===== src/sv/ttt_pkg.sv =====
`timescale 1ns / 1ps

package ttt_pkg;

    // Table geometry and field widths.
    localparam int SLOT_COUNT_DEF = 16;
    localparam int CMD_W          = 2;
    localparam int TAG_W          = 8;
    localparam int STAT_W         = 8;
    localparam int LEN_W          = 8;
    localparam int SEL_W          = 4;
    localparam int CODE_W         = 2;

    // Status stored by a reserve until a confirm overwrites it.
    localparam logic [STAT_W-1:0] FRESH_STATUS = 8'hFF;
    // Confirms with a shorter payload are dropped.
    localparam logic [LEN_W-1:0]  MIN_PAYLOAD  = 8'd3;

    typedef enum logic [CMD_W-1:0] {
        CMD_RESERVE = 2'd0,
        CMD_CONFIRM = 2'd1,
        CMD_COLLECT = 2'd2,
        CMD_RELEASE = 2'd3
    } t_cmd;

    typedef enum logic [CODE_W-1:0] {
        CODE_OK           = 2'd0,
        CODE_FULL         = 2'd1,
        CODE_NO_WAITER    = 2'd2,
        CODE_NOT_SIGNALED = 2'd3
    } t_code;

    typedef enum logic [2:0] {
        ST_IDLE,
        ST_SCAN,
        ST_FETCH,
        ST_SETTLE,
        ST_EMIT
    } t_state;

    typedef struct packed {
        logic [CMD_W-1:0]  command;
        logic [TAG_W-1:0]  tag;
        logic [STAT_W-1:0] confirm_status;
        logic [LEN_W-1:0]  payload_len;
        logic [SEL_W-1:0]  slot_sel;
    } t_in_beat;

    typedef struct packed {
        logic [CODE_W-1:0] result_code;
        logic [SEL_W-1:0]  slot_out;
        logic [STAT_W-1:0] status_out;
    } t_out_beat;

endpackage


===== src/sv/ttt_mem.sv =====
`timescale 1ns / 1ps

module ttt_mem
    import ttt_pkg::*;
#(
    parameter int DEPTH = SLOT_COUNT_DEF,
    parameter int AW    = $clog2(SLOT_COUNT_DEF)
) (
    input  logic              i_clk,
    input  logic [AW-1:0]     i_rd_addr,
    input  logic [AW-1:0]     i_wr_addr,
    input  logic              i_tag_we,
    input  logic [TAG_W-1:0]  i_tag_wdata,
    input  logic              i_stat_we,
    input  logic [STAT_W-1:0] i_stat_wdata,
    output logic [TAG_W-1:0]  o_tag_rdata,
    output logic [STAT_W-1:0] o_stat_rdata
);

    logic [TAG_W-1:0]  r_tag_mem  [DEPTH];
    logic [STAT_W-1:0] r_stat_mem [DEPTH];
    logic [TAG_W-1:0]  r_tag_q;
    logic [STAT_W-1:0] r_stat_q;

    // Write port, shared address for both arrays.
    always_ff @(posedge i_clk) begin
        if (i_tag_we) begin
            r_tag_mem[i_wr_addr] <= i_tag_wdata;
        end
        if (i_stat_we) begin
            r_stat_mem[i_wr_addr] <= i_stat_wdata;
        end
    end

    // Registered read port.
    always_ff @(posedge i_clk) begin
        r_tag_q  <= r_tag_mem[i_rd_addr];
        r_stat_q <= r_stat_mem[i_rd_addr];
    end

    assign o_tag_rdata  = r_tag_q;
    assign o_stat_rdata = r_stat_q;

endmodule


===== src/sv/ttt_match.sv =====
`timescale 1ns / 1ps

module ttt_match
    import ttt_pkg::*;
(
    input  logic [CMD_W-1:0] i_cmd,
    input  logic [TAG_W-1:0] i_key,
    input  logic [TAG_W-1:0] i_slot_tag,
    input  logic             i_busy,
    input  logic             i_done,
    output logic             o_match
);

    // A reserve wants a free slot; a confirm wants a waiting slot with its tag.
    always_comb begin
        case (i_cmd)
            CMD_RESERVE: o_match = !i_busy;
            CMD_CONFIRM: o_match = i_busy && !i_done && (i_slot_tag == i_key);
            default:     o_match = 1'b0;
        endcase
    end

endmodule


===== src/sv/transaction_tag_tracker.sv =====
`timescale 1ns / 1ps

// Outstanding transaction table with SLOT_COUNT slots. Reserve and confirm walk
// the slots one per cycle through a single compare unit fed by the tag memory's
// read port, from slot 0 up to the first hit; an in-range collect passes the
// fetch and settle states, a release only the settle state, and a short confirm
// or an out-of-range collect goes straight to emit. One command is in flight at a
// time, and a finished result waits in the output register while the next command
// is taken. Of the slot state, only the busy and signaled bits are cleared by
// reset; the tag and status of a slot are never looked at before it is reserved.
module transaction_tag_tracker
    import ttt_pkg::*;
#(
    parameter int SLOT_COUNT = SLOT_COUNT_DEF
) (
    input  logic      i_clk,
    input  logic      i_rst_n,
    input  logic      i_in_valid,
    output logic      o_in_ready,
    input  t_in_beat  i_in_data,
    output logic      o_out_valid,
    input  logic      i_out_ready,
    output t_out_beat o_out_data
);

    localparam int IW = (SLOT_COUNT > 1) ? $clog2(SLOT_COUNT) : 1;
    localparam logic [IW-1:0] LAST_IDX = IW'(SLOT_COUNT - 1);

    t_state r_state;
    t_state n_state;

    // Command held for the duration of the work.
    logic [CMD_W-1:0]  r_cmd;
    logic [TAG_W-1:0]  r_tag;
    logic [STAT_W-1:0] r_cstat;
    logic [SEL_W-1:0]  r_sel;
    logic              r_sel_ok;

    // Scan pointer and read pipeline.
    logic [IW-1:0]     r_idx;
    logic              r_last_issued;
    logic [IW-1:0]     r_rd_idx;
    logic              r_rd_vld;

    // Per-slot flags.
    logic [SLOT_COUNT-1:0] r_busy;
    logic [SLOT_COUNT-1:0] r_done;
    logic [SLOT_COUNT-1:0] n_busy;
    logic [SLOT_COUNT-1:0] n_done;

    // Result under construction and output register.
    t_out_beat r_res;
    t_out_beat r_out;
    logic      r_out_vld;

    // Control decoded from the state.
    logic              in_ready;
    logic              accept;
    logic              issue;
    logic              eval;
    logic              slot_match;
    logic              hit;
    logic              scan_miss;
    logic              emit_load;
    logic              in_short;
    logic              in_sel_ok;
    logic [IW-1:0]     sel_idx;
    logic [IW-1:0]     mem_rd_addr;
    logic              tag_we;
    logic              stat_we;
    logic [STAT_W-1:0] stat_wdata;
    logic [TAG_W-1:0]  mem_tag;
    logic [STAT_W-1:0] mem_stat;

    assign accept    = i_in_valid && in_ready;
    assign in_short  = i_in_data.payload_len < MIN_PAYLOAD;
    assign in_sel_ok = int'(i_in_data.slot_sel) < SLOT_COUNT;
    assign sel_idx   = IW'(r_sel);

    ttt_mem #(
        .DEPTH (SLOT_COUNT),
        .AW    (IW)
    ) u_mem (
        .i_clk        (i_clk),
        .i_rd_addr    (mem_rd_addr),
        .i_wr_addr    (r_rd_idx),
        .i_tag_we     (tag_we),
        .i_tag_wdata  (r_tag),
        .i_stat_we    (stat_we),
        .i_stat_wdata (stat_wdata),
        .o_tag_rdata  (mem_tag),
        .o_stat_rdata (mem_stat)
    );

    ttt_match u_match (
        .i_cmd      (r_cmd),
        .i_key      (r_tag),
        .i_slot_tag (mem_tag),
        .i_busy     (r_busy[r_rd_idx]),
        .i_done     (r_done[r_rd_idx]),
        .o_match    (slot_match)
    );

    // Next state.
    always_comb begin
        n_state = r_state;
        case (r_state)
            ST_IDLE: begin
                if (accept) begin
                    case (i_in_data.command)
                        CMD_RESERVE: n_state = ST_SCAN;
                        CMD_CONFIRM: n_state = in_short ? ST_EMIT : ST_SCAN;
                        CMD_COLLECT: n_state = in_sel_ok ? ST_FETCH : ST_EMIT;
                        default:     n_state = ST_SETTLE;
                    endcase
                end
            end
            ST_SCAN: begin
                if (hit || scan_miss) begin
                    n_state = ST_EMIT;
                end
            end
            ST_FETCH:  n_state = ST_SETTLE;
            ST_SETTLE: n_state = ST_EMIT;
            ST_EMIT: begin
                if (emit_load) begin
                    n_state = ST_IDLE;
                end
            end
            default:   n_state = ST_IDLE;
        endcase
    end

    // Control outputs of the sequencer.
    always_comb begin
        in_ready    = 1'b0;
        issue       = 1'b0;
        eval        = 1'b0;
        emit_load   = 1'b0;
        mem_rd_addr = r_idx;
        case (r_state)
            ST_IDLE:  in_ready = 1'b1;
            ST_SCAN: begin
                issue = !r_last_issued;
                eval  = r_rd_vld;
            end
            ST_FETCH: mem_rd_addr = sel_idx;
            ST_EMIT:  emit_load = !r_out_vld || i_out_ready;
            default: begin
                in_ready = 1'b0;
            end
        endcase
    end

    assign hit        = eval && slot_match;
    assign scan_miss  = eval && !slot_match && (r_rd_idx == LAST_IDX);
    assign tag_we     = hit && (r_cmd == CMD_RESERVE);
    assign stat_we    = hit;
    assign stat_wdata = (r_cmd == CMD_RESERVE) ? FRESH_STATUS : r_cstat;

    // Slot flag updates.
    always_comb begin
        n_busy = r_busy;
        n_done = r_done;
        if (hit) begin
            if (r_cmd == CMD_RESERVE) begin
                n_busy[r_rd_idx] = 1'b1;
                n_done[r_rd_idx] = 1'b0;
            end else begin
                n_done[r_rd_idx] = 1'b1;
            end
        end
        if (r_state == ST_SETTLE && r_sel_ok) begin
            n_busy[sel_idx] = 1'b0;
            n_done[sel_idx] = 1'b0;
        end
    end

    // Control registers.
    always_ff @(posedge i_clk) begin
        if (!i_rst_n) begin
            r_state       <= ST_IDLE;
            r_busy        <= '0;
            r_done        <= '0;
            r_rd_vld      <= 1'b0;
            r_last_issued <= 1'b0;
            r_idx         <= '0;
            r_out_vld     <= 1'b0;
        end else begin
            r_state  <= n_state;
            r_busy   <= n_busy;
            r_done   <= n_done;
            r_rd_vld <= issue;
            if (accept) begin
                r_idx         <= '0;
                r_last_issued <= 1'b0;
            end else if (issue) begin
                r_idx         <= r_idx + 1'b1;
                r_last_issued <= (r_idx == LAST_IDX);
            end
            if (emit_load) begin
                r_out_vld <= 1'b1;
            end else if (i_out_ready) begin
                r_out_vld <= 1'b0;
            end
        end
    end

    // Command capture, scan index pipeline and result assembly.
    always_ff @(posedge i_clk) begin
        if (issue) begin
            r_rd_idx <= r_idx;
        end
        if (accept) begin
            r_cmd    <= i_in_data.command;
            r_tag    <= i_in_data.tag;
            r_cstat  <= i_in_data.confirm_status;
            r_sel    <= i_in_data.slot_sel;
            r_sel_ok <= in_sel_ok;
            r_res.slot_out   <= '0;
            r_res.status_out <= '0;
            case (i_in_data.command)
                CMD_CONFIRM: r_res.result_code <= in_short ? CODE_NO_WAITER : CODE_OK;
                CMD_COLLECT: r_res.result_code <= CODE_NOT_SIGNALED;
                default:     r_res.result_code <= CODE_OK;
            endcase
        end else if (hit) begin
            r_res.result_code <= CODE_OK;
            r_res.slot_out    <= SEL_W'(r_rd_idx);
        end else if (scan_miss) begin
            r_res.result_code <= (r_cmd == CMD_RESERVE) ? CODE_FULL : CODE_NO_WAITER;
        end else if (r_state == ST_SETTLE && r_cmd == CMD_COLLECT) begin
            if (r_busy[sel_idx] && r_done[sel_idx]) begin
                r_res.result_code <= CODE_OK;
                r_res.status_out  <= mem_stat;
            end
        end
        if (emit_load) begin
            r_out <= r_res;
        end
    end

    assign o_in_ready  = in_ready;
    assign o_out_valid = r_out_vld;
    assign o_out_data  = r_out;

endmodule


===== config.mk =====
export PLATFORM = sky130hd
export DESIGN_NAME = transaction_tag_tracker
export DESIGN_NICKNAME = d
export VERILOG_FILES = /design/src/sv/ttt_pkg.sv /design/src/sv/ttt_mem.sv /design/src/sv/ttt_match.sv /design/src/sv/transaction_tag_tracker.sv
export SDC_FILE = /design/constraint.sdc
export NUM_CORES = 1
export LEC_CHECK = 0
export ABC_AREA = 1
export BUFFER_PORTS_ARGS = -buffer_cell sky130_fd_sc_hd__buf_2
export CAP_MARGIN = 20
export CORE_ASPECT_RATIO = 0.8
export CORE_MARGIN = 2
export CORE_UTILIZATION = 50
export CTS_CLUSTER_SIZE = 10
export DETAILED_ROUTE_END_ITERATION = 8
export GPL_TIMING_DRIVEN = 0
export PLACE_DENSITY = 0.66
export SLEW_MARGIN = 15
export SYNTH_ARGS = -nofsm -noshare
export SYNTH_HDL_FRONTEND = slang
export SYNTH_SLANG_ARGS = --single-unit

===== constraint.sdc =====
create_clock -name i_clk -period 3.4 [get_ports i_clk]
set_input_delay 0.68 -clock i_clk [delete_from_list [all_inputs] [get_ports i_clk]]
set_output_delay 0.68 -clock i_clk [all_outputs]
set_load 0.01 [all_outputs]

==> impl_summary.md <==
Run status
The run finished with clean final reports.

STA
After layout, the worst path uses between 90% and 100% of the clock period. The tightest hold path in the finished design has a slack of 0.297 ns. The worst path needs between 3 and 4 ns of the cycle, external delays included. Measured against its own limit, the worst slew margin works out to 27.9%.

The actual transition at the worst max-transition pin is 1.07 ns. The final-report setup violation count is 0. The max-slew violation count came to 0. The final hold violation count is 0. Static timing analysis puts the maximum clock frequency at 296 MHz. The final setup skew is 0.0226 ns. Setup repair after global routing could not meet its margin everywhere.

Clocking
In this run the deepest clock path goes through 3 buffers. TritonCTS built the clock tree. Buffers inserted during clock tree synthesis total 43. After clock tree synthesis, the flow added hold-fix buffers numbering 0. The insertion delay of the later-clocked pin in the worst-skew pair is approximately 0.55 ns. The root buffer selected by CTS is clkbuf_16. The clock slew seen by the registers of the worst setup and hold paths is 0.06 ns. The number of sinks driven by the clock tree is between 300 and 400.

The H-tree generated during clock tree synthesis spans 2 levels.

Detailed routing
The wire length after detailed routing is 44,900 um. The detail route stage leaves a number of antenna-violating nets equal to 0. Before antenna repair, the detailed router went through 6 iterations. The count of vias placed by the detailed router is 11,283. After detailed routing, the number of vias per cell comes to 5.88. The routed wirelength normalized by instance count is roughly 23 um. The number of remaining DRC errors is 0.

The first routing iteration left around 1,600 violations.

Final layout
The final non-filler cell area is 0.0177 mm^2. Counting the fill cells in the layout gives 2,420. The layout net count is 1,528. Cells with a size suffix above 1 make up between 10% and 20% of the layout. The post-synthesis to final-layout area growth is 17.3%.

The post-layout utilization of the core is 59.8%. The non-filler instance count after layout is 1,919. The total inserted antenna cells is 0.

Setup path
The number of cells on the worst reg-to-reg path is 11. At the worst endpoint, the arrival time is 3.55 ns. The critical path in this run is classified as reg -> reg. Across all register-to-register paths, the minimum setup slack is 0.02 ns.

The maximum fanout along the worst path is 8. The type of element launching the critical path is a flip-flop. The required time at the worst-slack endpoint is about 3.6 ns. STA classifies the critical path endpoint as a flip-flop.

Global route
The via count of the first global-routing pass is between 10,000 and 15,000. The global-route total usage across every layer is between 20 and 30%. The first global-routing pass estimated 66,200 um of wire. The sum of overflow across all layers after global routing is 0.

Entering global routing, the biggest net connects 27 pins. The initial antenna violation count is 1.

Yosys
Counting flops with a built-in enable in the synthesized netlist gives 298. The synthesized cell area is 0.0151 mm^2. The netlist uses 39 different library cells. The most common flop cell mapped by yosys is edfxtp_1. The per-instance average area after synthesis is 11.1 um^2.

Synthesis produced a netlist with a net count of approximately 1,400. After synthesis, the share of flip-flops with an asynchronous set or reset is 0%. The register bit total from synthesis is 368. The number of standard cells after synthesis is 1,361. Of the synthesized area, sequential elements account for slightly below 70%. The count of warnings emitted by yosys is 0.

Pwr
The completed layout was analyzed and its total power is 0.0111 W. In this run the static leakage power is 6.16 nW. IR analysis of the VDD net gives a maximum drop of 0.404 mV.

For this design the ratio of total power to cell area is 628 mW/mm^2.

Place
The cell area after placement is 0.0159 mm^2. The post-placement cell count is 1,820. The detailed placer's ending HPWL is 30,000 um. The number of port buffers is 48. At the end of routability-driven placement, the weighted congestion stood at 0.956.

Run
The max capacitance violation total is 0.

Die
Row generation in the floorplan step produced 56 rows. The horizontal die dimension is 198 um. Once the floorplan was initialized, standard cells occupied 51.0% of the core. The die covers 0.0315 mm^2. The area inside the core boundary is 0.0295 mm^2. For this design the top-level I/O count stands at 50. The vertical extent of the die is 159 um.

Hold path
Counting instances, the worst hold path has a depth of 1. The tightest min-delay check is of the in -> reg type.
==> cells by family after synthesis <==
| family | Yosys count | synth area share (%) |
|---|---|---|
| and+or+nand+nor | 503 | 13.6 |
| DFF | 368 | 68.7 |
| adders and majority gates | 5 | 0.416 |
| xor gates and xnor gates | 1 | 0.0582 |
| buffers and inverters | 156 | 4.24 |
| muxes | 2 | 0.150 |
| AOI/OAI and AO/OA | 326 | 12.8 |
==> what timing repair did <==
action / CTS / global route
gates resized for setup: 19 / 20
pin swaps: 0 / 13
endpoints found under the hold margin: 0 / 0
setup buffers: 0 / 29
setup endpoints to repair: 160 / 216
==> through the flow <==
step | setup WS, ns | setup TNS (ns)
after floorplan | 0.833 | 0
after global placement | -0.480 | -46.68
after detailed placement | -0.476 | -21.70
after CTS | -0.163 | -5.08
after global routing | -0.0899 | -1.54
final | 0.0231 | 0
==> flip-flops by register name (all words and copies together) (netlist names), 8 cells and up <==
signal	count
o_out_data	14
r_res	14
u_mem.r_tag_mem	128
r_busy	16
r_done	16
r_cstat	8
r_tag	8
u_mem.o_stat_rdata	8
u_mem.o_tag_rdata	8
u_mem.r_stat_mem	128
==> path summary, 6_finish.rpt <==
path,from,end
worst max register to register,r_cmd[0]$_DFFE_PP_,u_mem.r_stat_mem[3][2]$_DFFE_PP_
worst min register to register,r_res[6]$_SDFFE_PP0P_,o_out_data[6]$_DFFE_PP_
worst min-delay path,i_in_data[19],r_cstat[7]$_DFFE_PP_
worst max-delay path,r_cmd[0]$_DFFE_PP_,u_mem.r_stat_mem[3][2]$_DFFE_PP_
==> area by class of cell <==
cell class	count	area [um^2]	share of cell area (%)
Clock buffer	65	1180	6.68
Inverter	86	324	1.84
Buffer	70	314	1.78
Tap cell	406	508	2.88
Timing Repair Buffer	83	643	3.64
Clock inverter	4	37.5	0.213
Multi-Input combinational cell	837	4300	24.3
Sequential cell	368	10300	58.6
==> where the power goes <==
part / switching, W / internal, W / total [W]
clock: 0.00175 / 0.00238 / 0.00413
combinational: 0.00133 / 0.000423 / 0.00175
sequential: 0.0000901 / 0.00512 / 0.00521
==> worst max-delay path: stages (launching register included) <==
cell and delay (ns):
edfxtp_1 0.31, buf_2 0.31, inv_1 0.24, a21oi_1 0.19, nand4_1 0.11, nor2_1 0.25
nand2_1 0.15, nand2_2 0.09, nand3_2 0.18, clkinv_2 0.16, nand2_1 0.33, nor2_2 0.66
==> routing by layer <==
layer,track usage (%),part of all wire [%]
met3,7.63,12
met2,41.1,43
met1,42.0,43
met4,9.02,2.7
met5,0,0
==> cells in the mapped netlist, drive strengths merged, types with 6 or more instances <==
cell type	count	area, um^2
a21oi	38	194
a22oi	6	45.0
buf	21	130
clkbuf	49	184
dfxtp	70	1400
edfxtp	298	8950
inv	84	315
nand2	226	856
nand3	37	190
nor2	201	762
nor3	17	95.1
o211ai	18	135
o21ai	184	921
o221ai	48	420
o22ai	21	131
or2	10	62.6
==> placed cells by master (no fill, tap or decap), drive strengths merged <==
master / netlist / layout
a21boi: 1 / 1
a21oi: 38 / 38
a22oi: 6 / 6
a31oi: 1 / 1
and3: 2 / 2
and3b: 2 / 2
buf: 21 / 104
clkbuf: 49 / 114
clkinv: 2 / 4
dfxtp: 70 / 70
edfxtp: 298 / 298
ha: 5 / 5
inv: 84 / 86
mux2: 2 / 2
nand2: 226 / 226
nand3: 37 / 37
nand4: 5 / 5
nor2: 201 / 201
nor3: 17 / 17
nor4: 3 / 3
o211ai: 18 / 18
o21ai: 184 / 184
o21bai: 5 / 5
o221ai: 48 / 48
o22ai: 21 / 21
o31ai: 4 / 4
or2: 10 / 10
xnor2: 1 / 1
(Power assumes the default switching activity.)
